===== src/hdl/wsmc_pkg.sv =====
// shared types, constants and helper functions for the watch / stopwatch controller
// no dependencies; used by the time counter, mode machine, top level and testbench
package wsmc_pkg;

    localparam int TPT_W = 16;
    localparam logic [TPT_W-1:0] TPT_RESET = 16'd100;

    localparam int TENTHS_W = 4;
    localparam int SEC_W    = 6;
    localparam int MIN_W    = 6;
    localparam int VALUE_W  = 16;
    localparam int DP_W     = 4;
    localparam int MODE_W   = 3;

    localparam logic [4:0] TENTHS_WRAP = 5'd10;
    localparam logic [6:0] SEC_WRAP    = 7'd60;
    localparam logic [6:0] MIN_WRAP    = 7'd60;
    localparam logic [SEC_W-1:0] HALF_SECOND = 6'd5;
    localparam logic [TENTHS_W-1:0] HALF_TENTHS = 4'd5;

    // decimal point bit positions
    localparam int DP_SW_TENTHS = 1;
    localparam int DP_WATCH_SEC = 2;
    localparam int DP_SW_SEC    = 3;

    // weights of the display digits
    localparam logic [VALUE_W-1:0] WATCH_MIN_WEIGHT = 16'd100;
    localparam logic [VALUE_W-1:0] SW_MIN_WEIGHT    = 16'd1000;
    localparam logic [VALUE_W-1:0] SW_SEC_WEIGHT    = 16'd10;

    typedef struct packed {
        logic [MIN_W-1:0]    minutes;
        logic [SEC_W-1:0]    seconds;
        logic [TENTHS_W-1:0] tenths;
    } time_t;

    // per-step control from the mode machine to a time counter
    typedef struct packed {
        logic count_en;
        logic clr_prescale;
        logic clr_time;
    } cnt_ctl_t;

    typedef struct packed {
        logic [VALUE_W-1:0] display_value;
        logic [DP_W-1:0]    decimal_points;
        logic               display_write;
        logic [MODE_W-1:0]  mode;
    } result_t;

    // one tenth-second step with wrap at 10, 60 and 60
    function automatic time_t advance_time(input time_t t);
        logic [4:0] tenths_inc;
        logic [6:0] sec_inc;
        logic [6:0] min_inc;
        time_t      r;
        r = t;
        tenths_inc = {1'b0, t.tenths} + 5'd1;
        if (tenths_inc >= TENTHS_WRAP)
        begin
            r.tenths = '0;
            sec_inc  = {1'b0, t.seconds} + 7'd1;
        end
        else
        begin
            r.tenths = tenths_inc[TENTHS_W-1:0];
            sec_inc  = {1'b0, t.seconds};
        end
        if (sec_inc >= SEC_WRAP)
        begin
            r.seconds = '0;
            min_inc   = {1'b0, t.minutes} + 7'd1;
        end
        else
        begin
            r.seconds = sec_inc[SEC_W-1:0];
            min_inc   = {1'b0, t.minutes};
        end
        if (min_inc >= MIN_WRAP)
            r.minutes = '0;
        else
            r.minutes = min_inc[MIN_W-1:0];
        return r;
    endfunction

    // true when the units digit of the seconds is 5 or more
    // divide by ten through multiply by 205 and shift by 11 (exact below 1024)
    function automatic logic units_ge_half(input logic [SEC_W-1:0] sec);
        logic [13:0]      prod;
        logic [2:0]       quot;
        logic [SEC_W-1:0] rem;
        prod = {8'd0, sec} * 14'd205;
        quot = prod[13:11];
        rem  = sec - SEC_W'({3'd0, quot} * 6'd10);
        return rem >= HALF_SECOND;
    endfunction

endpackage


===== src/hdl/wsmc_in_if.sv =====
// input channel: one word per step with tick and button push flags
// no dependencies
interface wsmc_in_if;
    logic valid;
    logic ready;
    logic tick;
    logic btn_a_pushed;
    logic btn_b_pushed;
    logic btn_c_pushed;

    modport source (output valid, output tick, output btn_a_pushed,
                    output btn_b_pushed, output btn_c_pushed, input ready);
    modport sink   (input valid, input tick, input btn_a_pushed,
                    input btn_b_pushed, input btn_c_pushed, output ready);
endinterface


===== src/hdl/wsmc_out_if.sv =====
// output channel: one display word per step
// no dependencies
interface wsmc_out_if;
    logic        valid;
    logic        ready;
    logic [15:0] display_value;
    logic [3:0]  decimal_points;
    logic        display_write;
    logic [2:0]  mode;

    modport source (output valid, output display_value, output decimal_points,
                    output display_write, output mode, input ready);
    modport sink   (input valid, input display_value, input decimal_points,
                    input display_write, input mode, output ready);
endinterface


===== src/hdl/watch_stopwatch_mode_controller_unit.sv =====
// watch / stopwatch mode controller, top level
// an accepted word waits in the input stage; its result word is registered in the result stage
// throughput: one word per cycle while disp.ready stays high; the limit is the state update in the mode machine
// reset (rst_n, async, active low): start mode, all counters and prescalers zero,
// ticks_per_tenth back to 100, both pipeline stages empty; no clearing pass
// depends on wsmc_pkg, wsmc_in_if, wsmc_out_if, wsmc_time_counter, wsmc_mode_fsm
module watch_stopwatch_mode_controller_unit (
    input  logic                        clk,
    input  logic                        rst_n,
    input  logic                        cfg_wr_en,
    input  logic [wsmc_pkg::TPT_W-1:0]  cfg_wr_data,
    wsmc_in_if.sink                     evt,
    wsmc_out_if.source                  disp
);

    // configuration: ticks between tenth-second advances
    logic [wsmc_pkg::TPT_W-1:0] tpt_reg;

    // input stage: holds one accepted word
    logic s1_valid_reg;
    logic s1_tick_reg;
    logic s1_btn_a_reg;
    logic s1_btn_b_reg;
    logic s1_btn_c_reg;

    // result stage
    logic                out_valid_reg;
    wsmc_pkg::result_t   out_reg;

    logic                out_free;
    logic                step;
    logic                in_take;
    wsmc_pkg::time_t     watch_time;
    wsmc_pkg::time_t     sw_time;
    wsmc_pkg::cnt_ctl_t  sw_ctl;
    wsmc_pkg::cnt_ctl_t  watch_ctl;
    wsmc_pkg::result_t   result;

    // the result register frees up when empty or when its word is taken
    assign out_free  = !out_valid_reg || disp.ready;
    // the held word is processed (state updated, result captured) once the result register is free
    assign step      = s1_valid_reg && out_free;
    assign evt.ready = !s1_valid_reg || step;
    assign in_take   = evt.valid && evt.ready;

    // the watch is free running and never cleared
    assign watch_ctl = '{count_en: 1'b1, clr_prescale: 1'b0, clr_time: 1'b0};

    always_ff @(posedge clk or negedge rst_n)
    begin
        if (!rst_n)
            tpt_reg <= wsmc_pkg::TPT_RESET;
        else if (cfg_wr_en)
            tpt_reg <= cfg_wr_data;
    end

    // control for both stages
    always_ff @(posedge clk or negedge rst_n)
    begin
        if (!rst_n)
        begin
            s1_valid_reg  <= 1'b0;
            out_valid_reg <= 1'b0;
        end
        else
        begin
            if (in_take)
                s1_valid_reg <= 1'b1;
            else if (step)
                s1_valid_reg <= 1'b0;

            if (step)
                out_valid_reg <= 1'b1;
            else if (disp.ready)
                out_valid_reg <= 1'b0;
        end
    end

    // payload, no reset needed
    always_ff @(posedge clk)
    begin
        if (in_take)
        begin
            s1_tick_reg  <= evt.tick;
            s1_btn_a_reg <= evt.btn_a_pushed;
            s1_btn_b_reg <= evt.btn_b_pushed;
            s1_btn_c_reg <= evt.btn_c_pushed;
        end
        if (step)
            out_reg <= result;
    end

    wsmc_time_counter u_watch (
        .clk             (clk),
        .rst_n           (rst_n),
        .step            (step),
        .tick            (s1_tick_reg),
        .ticks_per_tenth (tpt_reg),
        .ctl             (watch_ctl),
        .adv_time        (watch_time)
    );

    // stopwatch counts on the run flag as it stood before this word
    wsmc_time_counter u_stopwatch (
        .clk             (clk),
        .rst_n           (rst_n),
        .step            (step),
        .tick            (s1_tick_reg),
        .ticks_per_tenth (tpt_reg),
        .ctl             (sw_ctl),
        .adv_time        (sw_time)
    );

    // mode machine sees the times after this word's advance
    wsmc_mode_fsm u_mode (
        .clk        (clk),
        .rst_n      (rst_n),
        .step       (step),
        .btn_a      (s1_btn_a_reg),
        .btn_b      (s1_btn_b_reg),
        .btn_c      (s1_btn_c_reg),
        .watch_time (watch_time),
        .sw_time    (sw_time),
        .sw_ctl     (sw_ctl),
        .result     (result)
    );

    assign disp.valid          = out_valid_reg;
    assign disp.display_value  = out_reg.display_value;
    assign disp.decimal_points = out_reg.decimal_points;
    assign disp.display_write  = out_reg.display_write;
    assign disp.mode           = out_reg.mode;

endmodule


===== src/hdl/wsmc_time_counter.sv =====
// prescaler plus tenths / seconds / minutes counter, one instance per time base
// depends on wsmc_pkg
module wsmc_time_counter (
    input  logic                   clk,
    input  logic                   rst_n,
    input  logic                   step,
    input  logic                   tick,
    input  logic [wsmc_pkg::TPT_W-1:0] ticks_per_tenth,
    input  wsmc_pkg::cnt_ctl_t     ctl,
    output wsmc_pkg::time_t        adv_time
);

    logic [wsmc_pkg::TPT_W-1:0] prescale_reg;
    logic [wsmc_pkg::TPT_W-1:0] prescale_next;
    logic [wsmc_pkg::TPT_W-1:0] prescale_inc;
    logic [wsmc_pkg::TPT_W-1:0] prescale_after;
    wsmc_pkg::time_t            time_reg;
    wsmc_pkg::time_t            time_next;
    logic                       counting;
    logic                       hit;

    always_comb
    begin
        counting     = tick && ctl.count_en;
        prescale_inc = prescale_reg + 1'b1;
        hit          = counting && (prescale_inc >= ticks_per_tenth);
        if (!counting)
            prescale_after = prescale_reg;
        else if (hit)
            prescale_after = '0;
        else
            prescale_after = prescale_inc;
        adv_time = hit ? wsmc_pkg::advance_time(time_reg) : time_reg;
        // clears from the mode machine win over the advance
        prescale_next = ctl.clr_prescale ? '0 : prescale_after;
        time_next     = ctl.clr_time ? '0 : adv_time;
    end

    always_ff @(posedge clk or negedge rst_n)
    begin
        if (!rst_n)
        begin
            prescale_reg <= '0;
            time_reg     <= '0;
        end
        else if (step)
        begin
            prescale_reg <= prescale_next;
            time_reg     <= time_next;
        end
    end

endmodule


===== src/hdl/wsmc_mode_fsm.sv =====
// mode machine: button handling, run flag and display formatting
// depends on wsmc_pkg
module wsmc_mode_fsm (
    input  logic                clk,
    input  logic                rst_n,
    input  logic                step,
    input  logic                btn_a,
    input  logic                btn_b,
    input  logic                btn_c,
    input  wsmc_pkg::time_t     watch_time,
    input  wsmc_pkg::time_t     sw_time,
    output wsmc_pkg::cnt_ctl_t  sw_ctl,
    output wsmc_pkg::result_t   result
);

    typedef enum logic [wsmc_pkg::MODE_W-1:0] {
        MODE_START = 3'd0,
        MODE_WATCH = 3'd1,
        MODE_STOP  = 3'd2,
        MODE_RUN   = 3'd3,
        MODE_CLEAR = 3'd4
    } mode_t;

    mode_t mode_reg;
    mode_t mode_next;
    logic  running_reg;
    logic  running_next;
    logic  sw_view;

    always_comb
    begin
        mode_next    = mode_reg;
        running_next = running_reg;
        sw_view      = 1'b0;
        result       = '0;
        result.mode  = mode_reg;
        sw_ctl.count_en     = running_reg;
        sw_ctl.clr_prescale = (mode_reg == MODE_STOP);
        sw_ctl.clr_time     = (mode_reg == MODE_CLEAR);

        unique case (mode_reg)
            MODE_WATCH:
            begin
                result.display_value =
                    wsmc_pkg::VALUE_W'(watch_time.minutes) * wsmc_pkg::WATCH_MIN_WEIGHT
                    + wsmc_pkg::VALUE_W'(watch_time.seconds);
                result.decimal_points[wsmc_pkg::DP_WATCH_SEC] =
                    wsmc_pkg::units_ge_half(watch_time.seconds);
                result.display_write = 1'b1;
                if (btn_a)
                    mode_next = running_reg ? MODE_RUN : MODE_STOP;
            end
            MODE_RUN:
            begin
                running_next = 1'b1;
                sw_view      = 1'b1;
                if (btn_a)
                    mode_next = MODE_WATCH;
                else if (btn_b)
                    mode_next = MODE_STOP;
            end
            MODE_STOP:
            begin
                running_next = 1'b0;
                sw_view      = 1'b1;
                if (btn_a)
                    mode_next = MODE_WATCH;
                else if (btn_b)
                    mode_next = MODE_RUN;
                else if (btn_c)
                    mode_next = MODE_CLEAR;
            end
            MODE_CLEAR:
            begin
                mode_next = MODE_STOP;
            end
            MODE_START:
            begin
                mode_next = MODE_WATCH;
            end
            default:
            begin
                mode_next = MODE_WATCH;
            end
        endcase

        if (sw_view)
        begin
            result.display_value =
                wsmc_pkg::VALUE_W'(sw_time.minutes) * wsmc_pkg::SW_MIN_WEIGHT
                + wsmc_pkg::VALUE_W'(sw_time.seconds) * wsmc_pkg::SW_SEC_WEIGHT
                + wsmc_pkg::VALUE_W'(sw_time.tenths);
            result.decimal_points[wsmc_pkg::DP_SW_TENTHS] =
                (sw_time.tenths >= wsmc_pkg::HALF_TENTHS);
            result.decimal_points[wsmc_pkg::DP_SW_SEC] =
                wsmc_pkg::units_ge_half(sw_time.seconds);
            result.display_write = 1'b1;
        end
    end

    always_ff @(posedge clk or negedge rst_n)
    begin
        if (!rst_n)
        begin
            mode_reg    <= MODE_START;
            running_reg <= 1'b0;
        end
        else if (step)
        begin
            mode_reg    <= mode_next;
            running_reg <= running_next;
        end
    end

    // clear always hands over to the stopped view
    a_clear_to_stop: assert property (@(posedge clk) disable iff (!rst_n)
        (step && mode_reg == MODE_CLEAR) |=> (mode_reg == MODE_STOP))
        else $error("clear did not return to stop");

    // a step in run leaves the run flag set, a step in stop leaves it clear
    a_run_sets_flag: assert property (@(posedge clk) disable iff (!rst_n)
        (step && mode_reg == MODE_RUN) |=> running_reg)
        else $error("run flag not set after run step");

    a_stop_clears_flag: assert property (@(posedge clk) disable iff (!rst_n)
        (step && mode_reg == MODE_STOP) |=> !running_reg)
        else $error("run flag not cleared after stop step");

    // no step, no change of mode or run flag
    a_hold_without_step: assert property (@(posedge clk) disable iff (!rst_n)
        !step |=> ($stable(mode_reg) && $stable(running_reg)))
        else $error("mode state moved without a step");

    // a word that does not write the display is blank
    a_blank_when_no_write: assert property (@(posedge clk) disable iff (!rst_n)
        !result.display_write |-> (result.display_value == '0 && result.decimal_points == '0))
        else $error("non-writing word carries display data");

endmodule


===== src/flat_wrapper.sv =====
// flat-port wrapper written by rule: the top's interface ports become plain ports
module watch_stopwatch_mode_controller_unit_flat 
  (clk, rst_n, cfg_wr_en, cfg_wr_data, evt_valid, evt_tick, evt_btn_a_pushed, evt_btn_b_pushed, evt_btn_c_pushed, evt_ready, disp_valid, disp_display_value, disp_decimal_points, disp_display_write, disp_mode, disp_ready);
  wsmc_in_if evt_i ();
  wsmc_out_if disp_i ();
  input  logic clk;
  input  logic rst_n;
  input  logic cfg_wr_en;
  input  logic [wsmc_pkg::TPT_W-1:0] cfg_wr_data;
  input wire logic [$bits(evt_i.valid)-1:0] evt_valid;
  input wire logic [$bits(evt_i.tick)-1:0] evt_tick;
  input wire logic [$bits(evt_i.btn_a_pushed)-1:0] evt_btn_a_pushed;
  input wire logic [$bits(evt_i.btn_b_pushed)-1:0] evt_btn_b_pushed;
  input wire logic [$bits(evt_i.btn_c_pushed)-1:0] evt_btn_c_pushed;
  output wire logic [$bits(evt_i.ready)-1:0] evt_ready;
  output wire logic [$bits(disp_i.valid)-1:0] disp_valid;
  output wire logic [$bits(disp_i.display_value)-1:0] disp_display_value;
  output wire logic [$bits(disp_i.decimal_points)-1:0] disp_decimal_points;
  output wire logic [$bits(disp_i.display_write)-1:0] disp_display_write;
  output wire logic [$bits(disp_i.mode)-1:0] disp_mode;
  input wire logic [$bits(disp_i.ready)-1:0] disp_ready;
  assign evt_i.valid = evt_valid;
  assign evt_i.tick = evt_tick;
  assign evt_i.btn_a_pushed = evt_btn_a_pushed;
  assign evt_i.btn_b_pushed = evt_btn_b_pushed;
  assign evt_i.btn_c_pushed = evt_btn_c_pushed;
  assign evt_ready = evt_i.ready;
  assign disp_valid = disp_i.valid;
  assign disp_display_value = disp_i.display_value;
  assign disp_decimal_points = disp_i.decimal_points;
  assign disp_display_write = disp_i.display_write;
  assign disp_mode = disp_i.mode;
  assign disp_i.ready = disp_ready;
  watch_stopwatch_mode_controller_unit u_core (.clk(clk), .rst_n(rst_n), .cfg_wr_en(cfg_wr_en), .cfg_wr_data(cfg_wr_data), .evt(evt_i), .disp(disp_i));
endmodule

===== config.mk =====
export PLATFORM = sky130hd
export DESIGN_NAME = watch_stopwatch_mode_controller_unit_flat
export DESIGN_NICKNAME = d
export VERILOG_FILES = /design/src/hdl/wsmc_pkg.sv /design/src/hdl/wsmc_in_if.sv /design/src/hdl/wsmc_out_if.sv /design/src/hdl/watch_stopwatch_mode_controller_unit.sv /design/src/hdl/wsmc_time_counter.sv /design/src/hdl/wsmc_mode_fsm.sv /design/src/flat_wrapper.sv
export SDC_FILE = /design/constraint.sdc
export NUM_CORES = 1
export LEC_CHECK = 0
export ABC_AREA = 0
export ABC_CLOCK_PERIOD_IN_PS = 20300
export BUFFER_PORTS_ARGS = -buffer_cell sky130_fd_sc_hd__clkbuf_2
export CORE_ASPECT_RATIO = 0.6
export CORE_MARGIN = 2
export CORE_UTILIZATION = 38
export DETAILED_ROUTE_END_ITERATION = 10
export GPL_ROUTABILITY_DRIVEN = 0
export PLACE_DENSITY_LB_ADDON = 0.05
export SETUP_SLACK_MARGIN = 0.05
export SLEW_MARGIN = 20
export SYNTH_ARGS = -nofsm -noshare
export SYNTH_HDL_FRONTEND = slang
export SYNTH_SLANG_ARGS = --single-unit

===== constraint.sdc =====
create_clock -name clk -period 20.3 [get_ports clk]
set_clock_uncertainty 0.05 [all_clocks]
set_input_delay 1.015 -clock clk [delete_from_list [all_inputs] [get_ports clk]]
set_output_delay 1.015 -clock clk [all_outputs]
set_load 0.05 [all_outputs]

==> results.cfg, run 1 <==
[outcome]
outcome = completed

[timing]
worst_pin_slew_ns = 1.05
rsz0062_at_grt = no
maxSlewHeadroom_pct = 29.5
fin_crit_sh_pct = 45.2
fin_setup_tns_ns = 0
slew_violations = 0
hold_viol = 0
finalCriticalPeriod_ns = 9.17
finalWorstSetupSlack_ns = 11.13
setup_viol = 0
hold_slack_ns = 0.432
fmax_mhz = 109

[detailed_routing]
drt_iter0_drc = 677
route.detailed.drc = 0
vias = 8953
totalWireLength_um = 28400
wl_per_cell_um = 17.0
dr.pass1.iters = 6
viasPerCell = 5.35
ant_nets = 0

[yosys]
synth.net_count = 1465
synth_area_um2 = 11000
seq_area_frac_synth_pct = 26.9
ys_warn_count = 0
synth_commonest_cells = ha_1 (163), inv_1 (133), nand2_1 (123)
ys_seq_elements = 113
synth_edf_count = 27
avgSynthCellArea_um2 = 8.87
post-synth-top-count-cell = ha_1
synth_top_area_share_pct = 18.8
synthArstFlopShare_pct = 76.1
yosysUniqueCellTypes = 86
syn_inst = 1245
synth-main-ff-cell = dfrtp_1
synthTopCellsByArea = dfrtp_1 (19%), ha_1 (18%), edfxtp_1 (7.3%)
yosys.area.top_type = dfrtp_1

[setup_path]
cp.depth = 37
crit_slowest_cell = o21ai_0
crit_end = u_core.disp.decimal_points[2]
cp_max_fo = 9
critPathArrivalTime_ns = 9.41
path_class = reg2reg
rr_worst_depth = 37
slowest_delay_ns = 0.61
start_kind = flip-flop
cpMostUsedCell = ha_1
worst_r2r_startpoint = u_core.u_watch.prescale_reg[0]
critPathTopFamily = compound AO/OA/AOI/OAI gates
cp-startpoint = u_core.u_watch.prescale_reg[0]
critPathBufInv = 4
worstSetupEndpointType = flip-flop
reg2reg_slack_ns = 11.13
crit_required_ns = 20.54
r2r-end = u_core.disp.decimal_points[2]

[final_layout]
drive_gt1_share_pct = 9.23
area_growth_pct = 11.2
multi_input_area_um2 = 7430
regArea_um2 = 2970
final_cells = 1675
num_antenna_cells = 0
nets = 1507
nFillCells = 2832

[die]
die_y_um = 136
die_width_um = 224
io_pins = 51
core_um2 = 28600
start_util_pct = 38.6
num_rows = 48
die_area_um2 = 30500

[clock_tree]
cts_resized = 0
htreeDepth = 4
cts.sinks = 113
clk_pin_slew_ns = 0.06
cts_buffers = 17
root_buffer = clkbuf_16
clock_latency_ns = 0.45
post_cts_buffers = 0
cts_max_path_buffers = 2
cts_hold_buf = 0
cts_tree = yes

[min_path]
hold_class = in2async

[placed_design]
place_ws_ns = 11.23
portBuffers = 49
hpwl_um = 22100
dp_cells = 1643

[global_route]
grt_pass1_wl_um = 47000
grt_max_degree = 60
grt_usage_pct = 19.8
antenna_found_initial = 0
grt_pass1_vias = 8553
grt_remaining_overflow = 0

[flow_run]
maxCapViolCount = 0

[power]
powerDensity_nw_per_um2 = 66.6
leakagePower_nw = 5.96
ir_drop_mv = 0.0570
-- power breakdown --
group / total, mW / internal [mW] / switching, mW
clock: 0.298 / 0.180 / 0.119
combinational: 0.235 / 0.0811 / 0.154
sequential: 0.284 / 0.260 / 0.0244
total: 0.818 / 0.521 / 0.297
-- worst register-to-register path, delay by kind of cell, from the launching register on --
kind / cells / cell delay [ns]
AOI/OAI and AO/OA: 12 / 3.08
xor gates and xnor gates: 4 / 0.69
adders and majority gates: 9 / 2.93
buffers and inverters: 4 / 0.57
DFF: 1 / 0.42
and+or+nand+nor: 8 / 1.26
-- layer usage --
layer  track usage, %  vias to the layer above  share of wire (%)
li1                 -                     4523                  -
met1             31.7                     4230                 56
met2             26.3                      189                 38
met4             3.85                        0               0.69
met5                0                        -                  0
met3             4.75                       11                5.7
-- worst min-delay path by stage --
stage	startpoint	to	slack (ns)	cells after the start
finish	rst_n	u_core.u_watch.prescale_reg[5]	0.43	1
global route	rst_n	u_core.u_watch.prescale_reg[5]	0.44	1
CTS	rst_n	u_core.u_watch.prescale_reg[5]	0.43	1
detailed placement	u_core.s1_valid_reg	u_core.disp.valid	0.43	1
global placement	u_core.s1_valid_reg	u_core.disp.valid	0.42	1
floorplan	u_core.u_mode.mode_reg[1]	u_core.disp.mode[1]	0.37	0
-- final cells by class --
class	count	area share [%]
Clock inverter	13	1.12
Multi-Input combinational cell	960	60.6
Sequential cell	113	24.2
Clock buffer	19	3.53
Timing Repair Buffer	60	2.69
Tap cell	375	3.82
Inverter	135	4.13
-- through the flow --
step | power, mW | utilization [%] | cell area, um2
5_1_grt | 0.870 | 42.9 | 12300
4_1_cts | 0.828 | 42.8 | 12300
6_report | 0.818 | 42.9 | 12300
3_3_place_gp | 0.522 | 40.8 | 11700
3_5_place_dp | 0.523 | 40.8 | 11700
2_1_floorplan | 0.451 | - | 11000
-- cell families (layout without fill, tap and decap cells) --
logic type                 Yosys count  after routing  share of synthesized area, %
buffers and inverters              172            227                          5.89
muxes                                8              8                         0.816
adders and majority gates          196            196                          24.4
AOI/OAI and AO/OA                  336            336                          20.8
and+or+nand+nor                    333            333                          14.3
DFF                                113            113                          26.9
xor gates and xnor gates            86             86                          6.94
other                                1              1                        0.0340
-- cells in the final DEF (no fill, tap or decap), types with 17 or more instances in the layout --
cell,synthesis,routed
nand3_1,38,38
xor2_1,29,29
nor3_1,17,17
inv_1,133,133
dfrtp_1,83,83
a22o_1,29,29
nand2_1,123,123
o21ai_0,100,100
ha_1,163,163
xnor2_1,56,56
fa_1,32,32
nor2_1,68,68
edfxtp_1,27,27
clkbuf_16,0,17
clkbuf_2,0,48
a21oi_1,66,66
a21o_1,18,18
Note: power is estimated with default switching activity, not from simulation.
==> run 2: changes to the inputs <==
--- a/config.mk
+++ b/config.mk
@@ -6,7 +6,7 @@
 export NUM_CORES = 1
 export LEC_CHECK = 0
 export ABC_AREA = 0
-export ABC_CLOCK_PERIOD_IN_PS = 20300
+export ABC_CLOCK_PERIOD_IN_PS = 9000
 export BUFFER_PORTS_ARGS = -buffer_cell sky130_fd_sc_hd__clkbuf_2
 export CORE_ASPECT_RATIO = 0.6
 export CORE_MARGIN = 2
==> constraint.sdc (replaced) <==
create_clock -name clk -period 9 [get_ports clk]
set_clock_uncertainty 0.05 [all_clocks]
set_input_delay 0.45 -clock clk [delete_from_list [all_inputs] [get_ports clk]]
set_output_delay 0.45 -clock clk [all_outputs]
set_load 0.05 [all_outputs]
==> run 2 against run 1 <==
  * Non-clock buffer count is 14 higher
  * Clock power rose by 130%
  * Hold slack got worse by 0.30 ns
  * Critical endpoint unchanged
  * Final area up 1.3%
  * Largest power group unchanged
==> results.cfg, run 2 (synthesis gave the netlist of run 1 again) <==
[outcome]
outcome = completed

[setup_path]
reg2reg_slack_ns = 0.65
start_kind = flip-flop
worstSetupEndpointType = flip-flop
cpMostUsedCell = ha_1
crit_required_ns = 9.21
crit_slowest_cell = fa_1
worst_r2r_startpoint = u_core.u_watch.prescale_reg[0]
cp_max_fo = 5
r2r-end = u_core.disp.decimal_points[2]
slowest_delay_ns = 0.48
critPathArrivalTime_ns = 8.55
rr_worst_depth = 37
path_class = reg2reg

[timing]
rsz0062_at_grt = no
slew_violations = 0
worst_pin_slew_ns = 1.06
fin_crit_sh_pct = 92.7
maxSlewHeadroom_pct = 29.2
fmax_mhz = 120
hold_viol = 0
setup_viol = 0
fin_setup_tns_ns = 0
finalCriticalPeriod_ns = 8.35

[power]
power_frac_seq_pct = 34.3
leakagePower_nw = 6.03
ir_drop_mv = 0.0883
p_switching_uw = 690
cellInternalPower_mw = 1.18
p_sw_share_pct = 36.8
powerDensity_nw_per_um2 = 151
p_total_mw = 1.87
p_comb_share_pct = 29.1
pwr-share-clk_pct = 36.7

[die]
num_rows = 48
die_area_um2 = 30500
io_pins = 51
die_y_um = 136
core_um2 = 28600
start_util_pct = 38.6
die_width_um = 224

[placed_design]
hpwl_um = 22200
postPlaceCellArea_um2 = 11800
dp_cells = 1655
portBuffers = 49

[detailed_routing]
viasPerCell = 5.30
route.detailed.drc = 0
wl_per_cell_um = 16.8
drt_iter0_drc = 656
ant_nets = 0
vias = 8953
totalWireLength_um = 28400
dr.pass1.iters = 5

[global_route]
grt_usage_pct = 19.8
grt_pass1_wl_um = 46800
grt_max_degree = 55
grt_pass1_vias = 8434
grt_remaining_overflow = 0
antenna_found_initial = 1

[clock_tree]
root_buffer = clkbuf_16
clk_pin_slew_ns = 0.06
cts_buffers = 17
cts_tree = yes
htreeDepth = 4
cts_max_path_buffers = 2
clock_latency_ns = 0.44
cts.sinks = 113

[final_layout]
area_growth_pct = 12.6
drive_gt1_share_pct = 10.7
final_common_cell = ha_1
layout_common_cells = ha_1 (162), inv_1 (133), nand2_1 (123), o21ai_0 (100), dfrtp_1 (83)
num_antenna_cells = 0
nets = 1521
finalInstanceArea_um2 = 12400
final_cells = 1689
nFillCells = 2822

[min_path]
hold_depth = 1
min_from = evt_btn_b_pushed
min_to = u_core.s1_btn_b_reg
hold_class = in2reg

[flow_run]
maxCapViolCount = 0
## run 2: cell count changes in the layout (fill, tap and decap cells not counted), moves of 2 or more
cell / delta
inv_6: +3
clkinvlp_4: -2
buf_4: +13
nor2_1: -2
## run 2: power by group through the flow
| stage | combinational (mW) | sequential [mW] | clock [mW] |
|---|---|---|---|
| 5_1_grt | 0.608 | 0.650 | 0.727 |
| 3_3_place_gp | 0.543 | 0.650 | 0 |
| 4_1_cts | 0.543 | 0.641 | 0.704 |
| 3_5_place_dp | 0.539 | 0.650 | 0 |
| 2_1_floorplan | 0.334 | 0.683 | 0 |
| 6_report | 0.544 | 0.641 | 0.686 |
## run 2: how the worst max path moves through the flow
stage	startpoint	end	slack (ns)	depth (start not counted)
5_1_grt	u_core.u_stopwatch.prescale_reg[2]	u_core.disp.decimal_points[3]	0.05	38
2_1_floorplan	u_core.u_watch.prescale_reg[0]	u_core.disp.decimal_points[2]	1.04	38
4_1_cts	u_core.u_watch.prescale_reg[0]	u_core.disp.decimal_points[2]	0.22	35
3_3_place_gp	u_core.u_watch.prescale_reg[0]	u_core.disp.decimal_points[2]	0.60	35
6_report	u_core.u_watch.prescale_reg[0]	u_core.disp.decimal_points[2]	0.65	37
3_5_place_dp	u_core.u_watch.prescale_reg[0]	u_core.disp.decimal_points[2]	0.25	35
## run 2: area by class of cell
| class | instances | area (um2) | area share [%] |
|---|---|---|---|
| inverter | 135 | 507 | 4.07 |
| sequential | 113 | 2970 | 23.9 |
| clock buffer | 18 | 429 | 3.45 |
| timing repair buffer | 74 | 438 | 3.52 |
| clock inverter | 14 | 153 | 1.23 |
| multi-input combinational | 960 | 7470 | 60.1 |
| tap | 375 | 469 | 3.77 |
## run 2: metrics by stage
stage	hold WS [ns]	utilization [%]	setup WS, ns
2_1_floorplan	0.104	-	1.04
3_3_place_gp	0.387	41.2	0.599
3_5_place_dp	0.385	41.2	0.255
4_1_cts	0.109	43.2	0.217
5_1_grt	0.120	43.4	0.0545
6_report	0.131	43.4	0.654
## run 2: timing repair
| item | in CTS | in global routing |
|---|---|---|
| gates resized for setup | 0 | 11 |
| hold buffers | 1 | 0 |
| endpoints found under the hold margin | 29 | 0 |
| setup buffers | 0 | 1 |
| endpoints found under the setup margin | 0 | 2 |
## run 2: layer usage
layer	up-vias	GRT usage [%]	routed length, um
met3	19	4.99	1730
met4	2	3.33	185
met2	242	26.4	10600
li1	4546	-	-
met1	4144	31.5	15900
met5	-	0	13
## run 2: worst max-delay path: cells and delay by family, from the launching register on
kind	cells	cell delay, ns
AOI/OAI and AO/OA	10	1.95
xor gates and xnor gates	4	0.78
adders and majority gates	9	2.91
buffers and inverters	3	0.20
DFF	1	0.43
and+or+nand+nor	11	1.84
==> run 3: changes to the inputs <==
--- a/config.mk
+++ b/config.mk
@@ -11,6 +11,7 @@
 export CORE_ASPECT_RATIO = 0.6
 export CORE_MARGIN = 2
 export CORE_UTILIZATION = 38
+export CTS_BUF_LIST = sky130_fd_sc_hd__clkbuf_8
 export DETAILED_ROUTE_END_ITERATION = 10
 export GPL_ROUTABILITY_DRIVEN = 0
 export PLACE_DENSITY_LB_ADDON = 0.05
==> constraint.sdc (replaced) <==
create_clock -name clk -period 9 [get_ports clk]
set_clock_uncertainty 0.05 [all_clocks]
set_input_delay 0.45 -clock clk [delete_from_list [all_inputs] [get_ports clk]]
set_output_delay 0.45 -clock clk [all_outputs]
set_load 0.005 [all_outputs]
==> run 3 against run 2 <==
  * Setup slack worse by 0.016 ns
  * Hold slack got worse by 0.043 ns
  * Final cell count is the same
  * Global-route usage about the same
  * Non-clock buffer count did not move
  * Final area is 1.6% lower
  * Sequential cell count unchanged
  * Clock-buffer cell count decreased by 1
  * Critical path depth stayed put
  * Combinational power shrank 11%
  * Routed wire length about the same
  * Clock power is 27% lower
  * Largest cell class unchanged
  * Largest power group is now sequential cells
==> results.cfg, run 3 (synthesis gave the netlist of run 1 again) <==
[power]
p_switching_uw = 607
powerDensity_nw_per_um2 = 133
p_total_mw = 1.63
p_comb_share_pct = 29.8
cellInternalPower_mw = 1.02
ir_drop_mv = 0.0838
power_frac_seq_pct = 39.4
p_sw_share_pct = 37.4
leakagePower_nw = 5.95
pwr-share-clk_pct = 30.8

[detailed_routing]
route.detailed.drc = 0
totalWireLength_um = 28400
wl_per_cell_um = 16.8
ant_nets = 0
viasPerCell = 5.29
vias = 8933
drt_iter0_drc = 621
dr.pass1.iters = 6

[timing]
fin_crit_sh_pct = 92.9
maxSlewHeadroom_pct = 31.9
hold_slack_ns = 0.0880
finalCriticalPeriod_ns = 8.36
worst_pin_slew_ns = 1.02
hold_viol = 0
fin_setup_tns_ns = 0
setup_viol = 0
rsz0062_at_grt = no
fmax_mhz = 120
slew_violations = 0

[global_route]
grt_pass1_vias = 8435
antenna_found_initial = 1
grt_usage_pct = 19.7
grt_remaining_overflow = 0
grt_pass1_wl_um = 46700
grt_max_degree = 55

[clock_tree]
cts_tree = yes
root_buffer = clkbuf_8
cts_max_path_buffers = 2
cts_buffers = 17
clock_latency_ns = 0.48
htreeDepth = 4
clk_pin_slew_ns = 0.09
cts.sinks = 113

[setup_path]
worstSetupEndpointType = flip-flop
cpMostUsedCell = ha_1
cp_max_fo = 5
slowest_delay_ns = 0.48
start_kind = flip-flop
crit_required_ns = 9.25
crit_slowest_cell = fa_1
critPathArrivalTime_ns = 8.62
path_class = reg2reg

[die]
die_y_um = 136
start_util_pct = 38.6
num_rows = 48
io_pins = 51
die_width_um = 224
die_area_um2 = 30500
core_um2 = 28600

[outcome]
outcome = completed

[final_layout]
area_growth_pct = 10.8
nets = 1521
layout_common_cells = ha_1 (162), inv_1 (134), nand2_1 (123), o21ai_0 (100), dfrtp_1 (82)
final_common_cell = ha_1
drive_gt1_share_pct = 10.9
num_antenna_cells = 0

[placed_design]
portBuffers = 49
hpwl_um = 22200

[min_path]
hold_class = in2reg

[flow_run]
maxCapViolCount = 0
## run 3: critical path, delay by kind of cell (launching register included)
kind	cells	cell delay, ns
AND/OR/NAND/NOR	11	1.85
adder cells (fa/ha/maj)	9	2.88
flip-flops	1	0.42
XOR/XNOR	4	0.75
AO/OA/AOI/OAI	10	2.01
buffers and inverters	3	0.23
## run 3: timing repair
action | in CTS | in global routing
setup endpoints to repair | 0 | 2
hold buffers | 1 | 0
buffers inserted | 0 | 1
endpoints found under the hold margin | 29 | 0
resized for setup | 0 | 12
## run 3: final cells by class
| cell class | count | area, um2 |
|---|---|---|
| multi-input combinational | 960 | 7470 |
| timing repair buffer | 74 | 438 |
| sequential | 113 | 2970 |
| clock inverter | 15 | 156 |
| tap | 375 | 469 |
| fill | 2847 | 16400 |
| clock buffer | 17 | 234 |
| inverter | 135 | 507 |
## run 3: path summary, 6_finish.rpt
check,start,endpoint,slack (ns),depth (start not counted)
min in group asynchronous,rst_n,u_core.u_watch.prescale_reg[5],0.40,2
worst min-delay path,evt_btn_b_pushed,u_core.s1_btn_b_reg,0.09,1
max in group asynchronous,rst_n,u_core.u_stopwatch.time_reg[5],7.33,3
worst min register to register,u_core.s1_valid_reg,u_core.disp.valid,0.45,1
worst max-delay path,u_core.u_watch.prescale_reg[0],u_core.disp.decimal_points[2],0.64,37
worst max register to register,u_core.u_watch.prescale_reg[0],u_core.disp.decimal_points[2],0.64,37
## run 3: through the flow
stage                     std cells  setup slack (ns)  utilization, %  instance area (um2)
after floorplan                1245              1.04               -                11000
after global placement         1655             0.599            41.2                11800
after detailed placement       1655             0.255            41.2                11800
after CTS                      1688             0.207            42.6                12200
after global routing           1689            0.0471            42.7                12200
final                          1689             0.639            42.7                12200
## run 3: power groups by stage
stage | registers, mW | clock network (mW) | logic [mW]
6_report | 0.641 | 0.501 | 0.484
3_5_place_dp | 0.650 | 0 | 0.481
2_1_floorplan | 0.626 | 0 | 0.332
3_3_place_gp | 0.650 | 0 | 0.485
5_1_grt | 0.649 | 0.541 | 0.550
4_1_cts | 0.640 | 0.519 | 0.485
## run 3: per-layer routing
metal	global-route usage (%)	up-vias	wire [um]	part of all wire [%]
met5	0	-	13	0.046
met4	3.48	2	169	0.60
met3	4.95	16	1540	5.4
met2	26.2	215	10600	37
met1	31.5	4159	16100	57
li1	-	4541	-	-
